## config.mk

```make
export PLATFORM = sky130hd
export DESIGN_NAME = draw_command_clipper_flat
export DESIGN_NICKNAME = d
export VERILOG_FILES = /design/src/design/dcc_pkg.sv /design/src/design/dcc_ifs.sv /design/src/design/draw_command_clipper.sv /design/src/flat_wrapper.sv
export SDC_FILE = /design/constraint.sdc
export NUM_CORES = 2
export LEC_CHECK = 0
export BUFFER_PORTS_ARGS = -buffer_cell sky130_fd_sc_hd__buf_2
export CORE_MARGIN = 5
export CORE_UTILIZATION = 40
export CTS_CLUSTER_DIAMETER = 60
export DETAILED_ROUTE_END_ITERATION = 8
export GPL_ROUTABILITY_DRIVEN = 0
export PLACE_DENSITY = 0.54
export SYNTH_ARGS = -nofsm -noshare
export SYNTH_HDL_FRONTEND = slang
export SYNTH_SLANG_ARGS = --single-unit
```

## constraint.sdc

```tcl
create_clock -name clk -period 32.6 [get_ports clk]
set_input_delay 1.63 -clock clk [delete_from_list [all_inputs] [get_ports clk]]
set_output_delay 1.63 -clock clk [all_outputs]
set_load 0.02 [all_outputs]
```

## src/design/dcc_pkg.sv

```systemverilog
// shared types and constants of the draw command clipper
// payload structs, operation and depth codes, register indexes and reset values
// no dependencies
package dcc_pkg;

  localparam int SCREEN_WIDTH  = 320;
  localparam int SCREEN_HEIGHT = 240;

  localparam int COORD_W    = 16;
  localparam int SIZE_W     = 15;
  localparam int BPL_W      = 13;
  localparam int OFFSET_W   = 30;
  localparam int CFG_IDX_W  = 4;
  localparam int CFG_DATA_W = 16;

  typedef enum logic [2:0] {
    OP_PIXEL  = 3'd0,
    OP_HLINE  = 3'd1,
    OP_VLINE  = 3'd2,
    OP_RECT   = 3'd3,
    OP_BITMAP = 3'd4
  } dcc_op_t;

  localparam logic [2:0] BPP_1  = 3'd0;
  localparam logic [2:0] BPP_2  = 3'd1;
  localparam logic [2:0] BPP_4  = 3'd2;
  localparam logic [2:0] BPP_8  = 3'd3;
  localparam logic [2:0] BPP_16 = 3'd4;

  localparam logic [CFG_IDX_W-1:0] CFG_CLIP_LEFT   = 4'd0;
  localparam logic [CFG_IDX_W-1:0] CFG_CLIP_TOP    = 4'd1;
  localparam logic [CFG_IDX_W-1:0] CFG_CLIP_RIGHT  = 4'd2;
  localparam logic [CFG_IDX_W-1:0] CFG_CLIP_BOTTOM = 4'd3;

  localparam logic signed [COORD_W-1:0] CLIP_LEFT_RST   = '0;
  localparam logic signed [COORD_W-1:0] CLIP_TOP_RST    = '0;
  localparam logic signed [COORD_W-1:0] CLIP_RIGHT_RST  = COORD_W'(SCREEN_WIDTH - 1);
  localparam logic signed [COORD_W-1:0] CLIP_BOTTOM_RST = COORD_W'(SCREEN_HEIGHT - 1);

  typedef struct packed {
    logic [2:0]                 operation;
    logic signed [COORD_W-1:0]  x_start;
    logic signed [COORD_W-1:0]  y_start;
    logic signed [COORD_W-1:0]  x_end;
    logic signed [COORD_W-1:0]  y_end;
    logic [SIZE_W-1:0]          width;
    logic [SIZE_W-1:0]          height;
    logic [2:0]                 bpp_code;
    logic [BPL_W-1:0]           bytes_per_line;
  } dcc_cmd_t;

  typedef struct packed {
    logic [2:0]                 out_operation;
    logic signed [COORD_W-1:0]  out_x_start;
    logic signed [COORD_W-1:0]  out_y_start;
    logic signed [COORD_W-1:0]  out_x_end;
    logic signed [COORD_W-1:0]  out_y_end;
    logic [SIZE_W-1:0]          out_width;
    logic [SIZE_W-1:0]          out_height;
    logic [OFFSET_W-1:0]        byte_offset;
    logic [2:0]                 bit_skip;
  } dcc_res_t;

endpackage

```

## src/design/dcc_ifs.sv

```systemverilog
// valid/ready channels of the draw command clipper: commands, results, register writes
// depends on dcc_pkg
interface dcc_cmd_if import dcc_pkg::*; ();
  logic     valid;
  logic     ready;
  dcc_cmd_t data;
  modport source (output valid, output data, input ready);
  modport sink (input valid, input data, output ready);
endinterface

interface dcc_res_if import dcc_pkg::*; ();
  logic     valid;
  logic     ready;
  dcc_res_t data;
  modport source (output valid, output data, input ready);
  modport sink (input valid, input data, output ready);
endinterface

interface dcc_cfg_if import dcc_pkg::*; ();
  logic                  valid;
  logic                  ready;
  logic [CFG_IDX_W-1:0]  index;
  logic [CFG_DATA_W-1:0] data;
  modport source (output valid, output index, output data, input ready);
  modport sink (input valid, input index, input data, output ready);
endinterface

```

## src/design/draw_command_clipper.sv

```systemverilog
// Clip stage for a 2D drawing engine. It takes one draw command per clock,
// unless res.ready stalls it, and returns it clipped to the rectangle held in
// four registers, or drops it when nothing is visible or its op or bpp is invalid.
// Edge detect, bitmap offset multiply, and size and offset sums each take one
// register stage, the last holds the result; dropped commands leave a bubble.
// Register writes are taken at any time but are only meaningful while empty.
// depends on dcc_pkg and dcc_ifs
module draw_command_clipper import dcc_pkg::*; (
  input logic    clk,
  input logic    rst,
  dcc_cmd_if.sink   cmd,
  dcc_res_if.source res,
  dcc_cfg_if.sink   cfg
);

  typedef struct packed {
    logic [2:0]                op;
    logic                      keep;
    logic signed [COORD_W-1:0] xs;
    logic signed [COORD_W-1:0] ys;
    logic signed [COORD_W-1:0] xs_c;
    logic signed [COORD_W-1:0] ys_c;
    logic signed [COORD_W-1:0] xe_c;
    logic signed [COORD_W-1:0] ye_c;
    logic                      x_in;
    logic                      y_in;
    logic signed [17:0]        x1;
    logic signed [17:0]        y1;
    logic signed [16:0]        dtop;
    logic signed [16:0]        dleft;
    logic [SIZE_W-1:0]         w;
    logic [SIZE_W-1:0]         h;
    logic [2:0]                bpp;
    logic [BPL_W-1:0]          bpl;
  } s1_t;

  typedef struct packed {
    logic [2:0]                op;
    logic                      keep;
    logic                      is_bm;
    logic signed [COORD_W-1:0] xs;
    logic signed [COORD_W-1:0] ys;
    logic signed [COORD_W-1:0] xe;
    logic signed [COORD_W-1:0] ye;
    logic [SIZE_W-1:0]         w;
    logic [SIZE_W-1:0]         h;
    logic [15:0]               dtop_p;
    logic [15:0]               dleft_p;
    logic [16:0]               dright_p;
    logic [16:0]               dbot_p;
    logic [28:0]               prod;
    logic [16:0]               part;
    logic [2:0]                skip;
  } s2_t;

  logic signed [COORD_W-1:0] clip_left, clip_top, clip_right, clip_bottom;

  logic     s1_v, s2_v, out_v;
  s1_t      s1, s1_next;
  s2_t      s2, s2_next;
  dcc_res_t out_r, out_next;
  logic     out_keep;
  logic     en1, en2, en3;

  // register writes
  assign cfg.ready = 1'b1;

  always_ff @(posedge clk) begin
    if (rst) begin
      clip_left   <= CLIP_LEFT_RST;
      clip_top    <= CLIP_TOP_RST;
      clip_right  <= CLIP_RIGHT_RST;
      clip_bottom <= CLIP_BOTTOM_RST;
    end else if (cfg.valid) begin
      case (cfg.index)
        CFG_CLIP_LEFT:   clip_left   <= $signed(cfg.data);
        CFG_CLIP_TOP:    clip_top    <= $signed(cfg.data);
        CFG_CLIP_RIGHT:  clip_right  <= $signed(cfg.data);
        CFG_CLIP_BOTTOM: clip_bottom <= $signed(cfg.data);
        default: ;
      endcase
    end
  end

  // pipeline flow
  assign en3       = !out_v || res.ready;
  assign en2       = !s2_v || en3;
  assign en1       = !s1_v || en2;
  assign cmd.ready = en1;

  // stage 1: edge compares and clamps
  always_comb begin
    logic signed [COORD_W-1:0] xs, ys, xe, ye;
    xs = $signed(cmd.data.x_start);
    ys = $signed(cmd.data.y_start);
    xe = $signed(cmd.data.x_end);
    ye = $signed(cmd.data.y_end);
    s1_next.op    = cmd.data.operation;
    s1_next.keep  = (cmd.data.operation inside {[OP_PIXEL:OP_BITMAP]}) &&
                    (cmd.data.operation != OP_BITMAP ||
                     cmd.data.bpp_code inside {[BPP_1:BPP_16]});
    s1_next.xs    = xs;
    s1_next.ys    = ys;
    s1_next.xs_c  = (xs < clip_left)   ? clip_left   : xs;
    s1_next.ys_c  = (ys < clip_top)    ? clip_top    : ys;
    s1_next.xe_c  = (xe > clip_right)  ? clip_right  : xe;
    s1_next.ye_c  = (ye > clip_bottom) ? clip_bottom : ye;
    s1_next.x_in  = !(xs < clip_left) && !(xs > clip_right);
    s1_next.y_in  = !(ys < clip_top) && !(ys > clip_bottom);
    s1_next.x1    = $signed({{2{xs[15]}}, xs}) + $signed({3'b000, cmd.data.width})
                    - 18'sd1;
    s1_next.y1    = $signed({{2{ys[15]}}, ys}) + $signed({3'b000, cmd.data.height})
                    - 18'sd1;
    s1_next.dtop  = $signed({clip_top[15], clip_top}) - $signed({ys[15], ys});
    s1_next.dleft = $signed({clip_left[15], clip_left}) - $signed({xs[15], xs});
    s1_next.w     = cmd.data.width;
    s1_next.h     = cmd.data.height;
    s1_next.bpp   = cmd.data.bpp_code;
    s1_next.bpl   = cmd.data.bytes_per_line;
  end

  always_ff @(posedge clk) begin
    if (rst) begin
      s1_v <= 1'b0;
    end else if (en1) begin
      s1_v <= cmd.valid;
    end
  end

  always_ff @(posedge clk) begin
    if (en1 && cmd.valid) begin
      s1 <= s1_next;
    end
  end

  // stage 2: line decisions, bitmap overhangs, row offset multiply
  always_comb begin
    logic signed [17:0]        dright, dbot;
    logic                      x_ok, y_ok;
    logic [15:0]               align;
    logic signed [COORD_W-1:0] xs_bm;
    dright = s1.x1 - $signed({{2{clip_right[15]}}, clip_right});
    dbot   = s1.y1 - $signed({{2{clip_bottom[15]}}, clip_bottom});
    x_ok   = !($signed(s1.xe_c) < $signed(s1.xs_c));
    y_ok   = !($signed(s1.ye_c) < $signed(s1.ys_c));

    s2_next.op       = s1.op;
    s2_next.is_bm    = (s1.op == OP_BITMAP);
    s2_next.w        = s1.w;
    s2_next.h        = s1.h;
    s2_next.dtop_p   = (s1.dtop > 17'sd0) ? s1.dtop[15:0] : 16'd0;
    s2_next.dleft_p  = (s1.dleft > 17'sd0) ? s1.dleft[15:0] : 16'd0;
    s2_next.dright_p = (dright > 18'sd0) ? dright[16:0] : 17'd0;
    s2_next.dbot_p   = (dbot > 18'sd0) ? dbot[16:0] : 17'd0;
    s2_next.prod     = {13'd0, s2_next.dtop_p} * {16'd0, s1.bpl};

    case (s1.bpp)
      BPP_1: begin
        s2_next.part = {4'd0, s2_next.dleft_p[15:3]};
        align        = {s2_next.dleft_p[15:3], 3'd0};
        s2_next.skip = s2_next.dleft_p[2:0];
      end
      BPP_2: begin
        s2_next.part = {3'd0, s2_next.dleft_p[15:2]};
        align        = {s2_next.dleft_p[15:2], 2'd0};
        s2_next.skip = {1'b0, s2_next.dleft_p[1:0]};
      end
      BPP_4: begin
        s2_next.part = {2'd0, s2_next.dleft_p[15:1]};
        align        = {s2_next.dleft_p[15:1], 1'b0};
        s2_next.skip = {2'd0, s2_next.dleft_p[0]};
      end
      BPP_8: begin
        s2_next.part = {1'b0, s2_next.dleft_p};
        align        = s2_next.dleft_p;
        s2_next.skip = 3'd0;
      end
      default: begin
        s2_next.part = {s2_next.dleft_p, 1'b0};
        align        = s2_next.dleft_p;
        s2_next.skip = 3'd0;
      end
    endcase
    xs_bm = s1.xs + $signed(align);

    s2_next.xs   = s1.xs;
    s2_next.ys   = s1.ys;
    s2_next.xe   = '0;
    s2_next.ye   = '0;
    s2_next.keep = s1.keep;
    case (s1.op)
      OP_PIXEL: begin
        s2_next.keep = s1.keep && s1.x_in && s1.y_in;
      end
      OP_HLINE: begin
        s2_next.xs   = s1.xs_c;
        s2_next.xe   = s1.xe_c;
        s2_next.ye   = s1.ys;
        s2_next.keep = s1.keep && s1.y_in && x_ok;
      end
      OP_VLINE: begin
        s2_next.ys   = s1.ys_c;
        s2_next.xe   = s1.xs;
        s2_next.ye   = s1.ye_c;
        s2_next.keep = s1.keep && s1.x_in && y_ok;
      end
      OP_RECT: begin
        s2_next.xs   = s1.xs_c;
        s2_next.ys   = s1.ys_c;
        s2_next.xe   = s1.xe_c;
        s2_next.ye   = s1.ye_c;
        s2_next.keep = s1.keep && x_ok && y_ok;
      end
      OP_BITMAP: begin
        s2_next.xs = xs_bm;
        s2_next.ys = s1.ys_c;
      end
      default: begin
        s2_next.keep = 1'b0;
      end
    endcase
  end

  always_ff @(posedge clk) begin
    if (rst) begin
      s2_v <= 1'b0;
    end else if (en2) begin
      s2_v <= s1_v && s1.keep;
    end
  end

  always_ff @(posedge clk) begin
    if (en2 && s1_v) begin
      s2 <= s2_next;
    end
  end

  // stage 3: clipped size and source offset
  always_comb begin
    logic signed [18:0] w_fin, h_fin;
    w_fin = $signed({4'd0, s2.w}) - $signed({3'd0, s2.dleft_p})
            - $signed({2'd0, s2.dright_p});
    h_fin = $signed({4'd0, s2.h}) - $signed({3'd0, s2.dtop_p})
            - $signed({2'd0, s2.dbot_p});
    out_keep = s2.keep && (!s2.is_bm || (w_fin > 19'sd0 && h_fin > 19'sd0));

    out_next.out_operation = s2.op;
    out_next.out_x_start   = s2.xs;
    out_next.out_y_start   = s2.ys;
    out_next.out_x_end     = s2.xe;
    out_next.out_y_end     = s2.ye;
    out_next.out_width     = s2.is_bm ? w_fin[SIZE_W-1:0] : '0;
    out_next.out_height    = s2.is_bm ? h_fin[SIZE_W-1:0] : '0;
    out_next.byte_offset   = s2.is_bm ? ({1'b0, s2.prod} + {13'd0, s2.part}) : '0;
    out_next.bit_skip      = s2.is_bm ? s2.skip : 3'd0;
  end

  always_ff @(posedge clk) begin
    if (rst) begin
      out_v <= 1'b0;
    end else if (en3) begin
      out_v <= s2_v && out_keep;
    end
  end

  always_ff @(posedge clk) begin
    if (en3 && s2_v) begin
      out_r <= out_next;
    end
  end

  assign res.valid = out_v;
  assign res.data  = out_r;

  // checks
  a_bitmap_nonempty: assert property (@(posedge clk) disable iff (rst)
    (res.valid && res.data.out_operation == OP_BITMAP) |->
      (res.data.out_width != '0 && res.data.out_height != '0))
    else $error("bitmap result with empty size");

  a_offset_bitmap_only: assert property (@(posedge clk) disable iff (rst)
    (res.valid && res.data.out_operation != OP_BITMAP) |->
      (res.data.byte_offset == '0 && res.data.bit_skip == 3'd0 &&
       res.data.out_width == '0))
    else $error("bitmap fields set on a non-bitmap result");

  a_hline_order: assert property (@(posedge clk) disable iff (rst)
    (res.valid && res.data.out_operation == OP_HLINE) |->
      (res.data.out_y_end == res.data.out_y_start &&
       !($signed(res.data.out_x_end) < $signed(res.data.out_x_start))))
    else $error("horizontal line result out of order");

  a_bad_op_dropped: assert property (@(posedge clk) disable iff (rst)
    (cmd.valid && cmd.ready && cmd.data.operation > OP_BITMAP) |=> !s1.keep)
    else $error("unknown operation not marked for drop");

  a_stall_holds_stage2: assert property (@(posedge clk) disable iff (rst)
    (s2_v && !en3) |=> (s2_v && $stable(s2)))
    else $error("middle stage changed while stalled");

endmodule
```

## src/flat_wrapper.sv

```systemverilog
// flat-port wrapper written by rule: the top's interface ports become plain ports
module draw_command_clipper_flat import dcc_pkg::*;
  (clk, rst, cmd_valid, cmd_data, cmd_ready, res_valid, res_data, res_ready, cfg_valid, cfg_index, cfg_data, cfg_ready);
  dcc_cmd_if cmd_i ();
  dcc_res_if res_i ();
  dcc_cfg_if cfg_i ();
  input logic clk;
  input logic rst;
  input wire logic [$bits(cmd_i.valid)-1:0] cmd_valid;
  input wire logic [$bits(cmd_i.data)-1:0] cmd_data;
  output wire logic [$bits(cmd_i.ready)-1:0] cmd_ready;
  output wire logic [$bits(res_i.valid)-1:0] res_valid;
  output wire logic [$bits(res_i.data)-1:0] res_data;
  input wire logic [$bits(res_i.ready)-1:0] res_ready;
  input wire logic [$bits(cfg_i.valid)-1:0] cfg_valid;
  input wire logic [$bits(cfg_i.index)-1:0] cfg_index;
  input wire logic [$bits(cfg_i.data)-1:0] cfg_data;
  output wire logic [$bits(cfg_i.ready)-1:0] cfg_ready;
  assign cmd_i.valid = cmd_valid;
  assign cmd_i.data = cmd_data;
  assign cmd_ready = cmd_i.ready;
  assign res_valid = res_i.valid;
  assign res_data = res_i.data;
  assign res_i.ready = res_ready;
  assign cfg_i.valid = cfg_valid;
  assign cfg_i.index = cfg_index;
  assign cfg_i.data = cfg_data;
  assign cfg_ready = cfg_i.ready;
  draw_command_clipper u_core (.clk(clk), .rst(rst), .cmd(cmd_i), .res(res_i), .cfg(cfg_i));
endmodule
```

==> qor.csv <==
metric;value;unit
CTS Hold Bufs;0;
Post-DRT Antenna Nets;0;
drt via density;5.270;
achievable clock frequency;143.5;MHz
TritonCTS buffer count;85;
Critical Path Sink Type;register;
PnR Total Power;2.781;mW
# DRC;0;
Total Routing Usage GR;0.2130;
syn nets;4518;
initial antenna violation count;11;
Final Non-Filler Cells;5571;
Final TNS setup;0;ps
largest cells by area after synthesis;edfxtp_1 (41%), ha_1 (11%), fa_1 (8.1%);
reg-to-reg endpoint;u_core.s2[46]$_DFFE_PP_;
post-synthesis sequential area ratio;0.4433;
ys async rst share;0;
leakage power;20.02;nW
DR vias;29358;
Placed Instances;5413;
IO Port Bufs;269;
core footprint;101900;um2
PostCTS Resize Cnt;0;
post-DP HPWL;91.72;mm
Post-Synthesis Cell Area;41090;um2
drt first pass iters;6;
synth warn;0;
ratio of final minimum period to clock period;0.2138;
CTS max path bufs;3;
Syn Area/Cell;10.68;um2
max cap viols;0;
Overflow after GRT;0;
worst hold path class;register to register;
Setup Skew;49.25;ps
# setup viols final;0;
# fillers;9637;
Hold Path Stages;0;
largest net degree at the start of global routing;180;
most common cell in the netlist;edfxtp_1;
# rows;117;
minimum clock period;6970;ps
outcome;finished clean;
1st-iter DRT viols;2258;
vias in the first global route;28223;
Die Area;109200;um2
headroom to the max-slew limit;0.1864;
Critical Path RT;33010;ps
# IOs;271;
HP Start;u_core.out_next[82]$_DFFE_PP_;
H-Tree Depth;3;
routed length per placed instance;21.15;um
Pwr Density;59.00;nW/um2
WL final;117.8;mm
first-pass GRT wire length;175.7;mm
nets;4802;
flop-to-flop setup slack;25630;ps
Clk Tree Root Cell;clkbuf_16;
actual slew at the worst max-slew pin;1220;ps
predominant post-synthesis flop cell;edfxtp_1;
Setup Fix Bufs, Post-CTS;0;
CP Max Fanout;67;
Post-synth EDFFs;562;
initial core utilization;0.4033;
RSZ-0062 raised after global routing;false;
FF-to-FF Start;u_core.s1[74]$_DFFE_PP_;
Worst Reg2Reg Path Length in Cells;24;
DIE HEIGHT;330.5;um
TritonCTS clock tree;done;
worst path arrival time;7370;ps
worst setup path category;register to register;
layout cells sized above 1;0.1269;
#FFs+latches synth;629;
Synth cell types;81;
area grow syn2layout;14.72;%
Hold Vio Cnt, Final;0;
clock sink total;629;
Synth top cells by count;edfxtp_1 (562), inv_1 (464), ha_1 (366);
Mapped Cells;3848;
max-slew violations;0;
Startpoint Class;register;
Worst Hold End;u_core.res.data[82]$_DFFE_PP_;
post-synth top area cell;edfxtp_1;
Clk pin slew, worst setup/hold paths;60;ps
Die W;330.5;um
worst skew pair latency;680;ps
Synth top area share;0.4107;
Worst IR Drop VDD;0.00004323;V
[area by class of cell]
type | count | area (um2) | area share
Multi-Input combinational cell | 2649 | 20780 | 0.4409
Sequential cell | 629 | 18220 | 0.3864
Clock buffer | 96 | 2232 | 0.04735
Inverter | 464 | 1742 | 0.03695
Tap cell | 1368 | 1712 | 0.03631
Timing Repair Buffer | 303 | 1614 | 0.03424
Clock inverter | 59 | 833.3 | 0.01768
Antenna cell | 3 | 7.507 | 0.0001592
[sequential cells by signal, indices dropped and copies added, names as in the netlist]
register / count
u_core.s2: 147
u_core.clip_right: 16
u_core.clip_left: 16
u_core.res.data: 130
u_core.clip_top: 16
u_core.s1_v: 1
u_core.out_next: 67
u_core.s1: 218
u_core.s2_v: 1
u_core.res.valid: 1
u_core.clip_bottom: 16
[worst max-delay path, cell delays in order, from the launching register on]
cell	delay, ps
edfxtp_1	480
nor4_1	430
a41oi_2	170
buf_4	310
and3_1	270
fa_1	500
inv_1	50
fa_1	470
inv_1	50
fa_1	520
inv_1	60
fa_1	490
fa_1	490
inv_1	40
ha_1	330
o21ai_0	120
o21ai_0	250
a21oi_1	140
o31ai_1	510
o2111a_1	280
nor2_1	60
a211oi_1	310
or3_1	160
a31oi_1	90
xnor2_1	130
[metrics by stage]
stage	utilization	cell area (um2)	hold WS, ps	setup slack, ps
after global placement	0.4325	44070	402.1	25680
after detailed placement	0.4325	44070	404.5	25630
after floorplan	-	41090	400.3	19130
final	0.4627	47140	405.7	25630
after CTS	0.4626	47130	402.7	25610
after global routing	0.4626	47130	422.2	25190
[placed cells by master, fill, tap and decap left out, drive strengths merged, types with 59 or more instances in the layout]
cell type,synthesis,layout
inv,464,481
a21o,59,59
and3,81,81
xnor2,119,119
dfxtp,67,67
o21ai,157,157
fa,166,166
a21oi,174,174
clkbuf,95,96
buf,11,303
nor2,272,272
nor3,70,70
ha,366,366
nand2,337,337
edfxtp,562,562
xor2,76,76
and2,97,97
[how the worst max path moves through the flow]
stage | start | depth (start not counted) | end
global placement | u_core.s1[74]$_DFFE_PP_ | 24 | u_core.s2[46]$_DFFE_PP_
finish | u_core.s1[74]$_DFFE_PP_ | 24 | u_core.s2[46]$_DFFE_PP_
floorplan | res_ready | 2 | u_core.s1[0]$_DFFE_PP_
global route | u_core.s1[74]$_DFFE_PP_ | 24 | u_core.s2[46]$_DFFE_PP_
detailed placement | u_core.s1[74]$_DFFE_PP_ | 24 | u_core.s2[46]$_DFFE_PP_
CTS | u_core.s1[74]$_DFFE_PP_ | 24 | u_core.s2[46]$_DFFE_PP_
[cells by family (layout without fill, tap and decap cells)]
group                    count (synthesis)  after routing  share of synthesized area
AND/OR/NAND/NOR                       1131           1131                     0.1343
AO/OA/AOI/OAI                          697            697                     0.1117
flip-flops                             629            629                     0.4433
buffers and inverters                  570            922                    0.05231
adder cells (fa/ha/maj)                532            532                     0.1923
XOR/XNOR                               195            195                    0.04156
multiplexers                            93             93                    0.02442
other                                    1              4                 0.00009125
[routing by layer]
metal,part of all wire,global-route usage
met1,0.48,0.3162
met5,0.00029,0
met2,0.42,0.3179
met4,0.028,0.06283
met3,0.070,0.04040
[where the power goes]
group	internal (mW)	switching (mW)
clock	0.597	0.398
sequential	0.970	0.0399
combinational	0.318	0.459
total	1.88	0.897
Power figures use the tool's default switching activity.
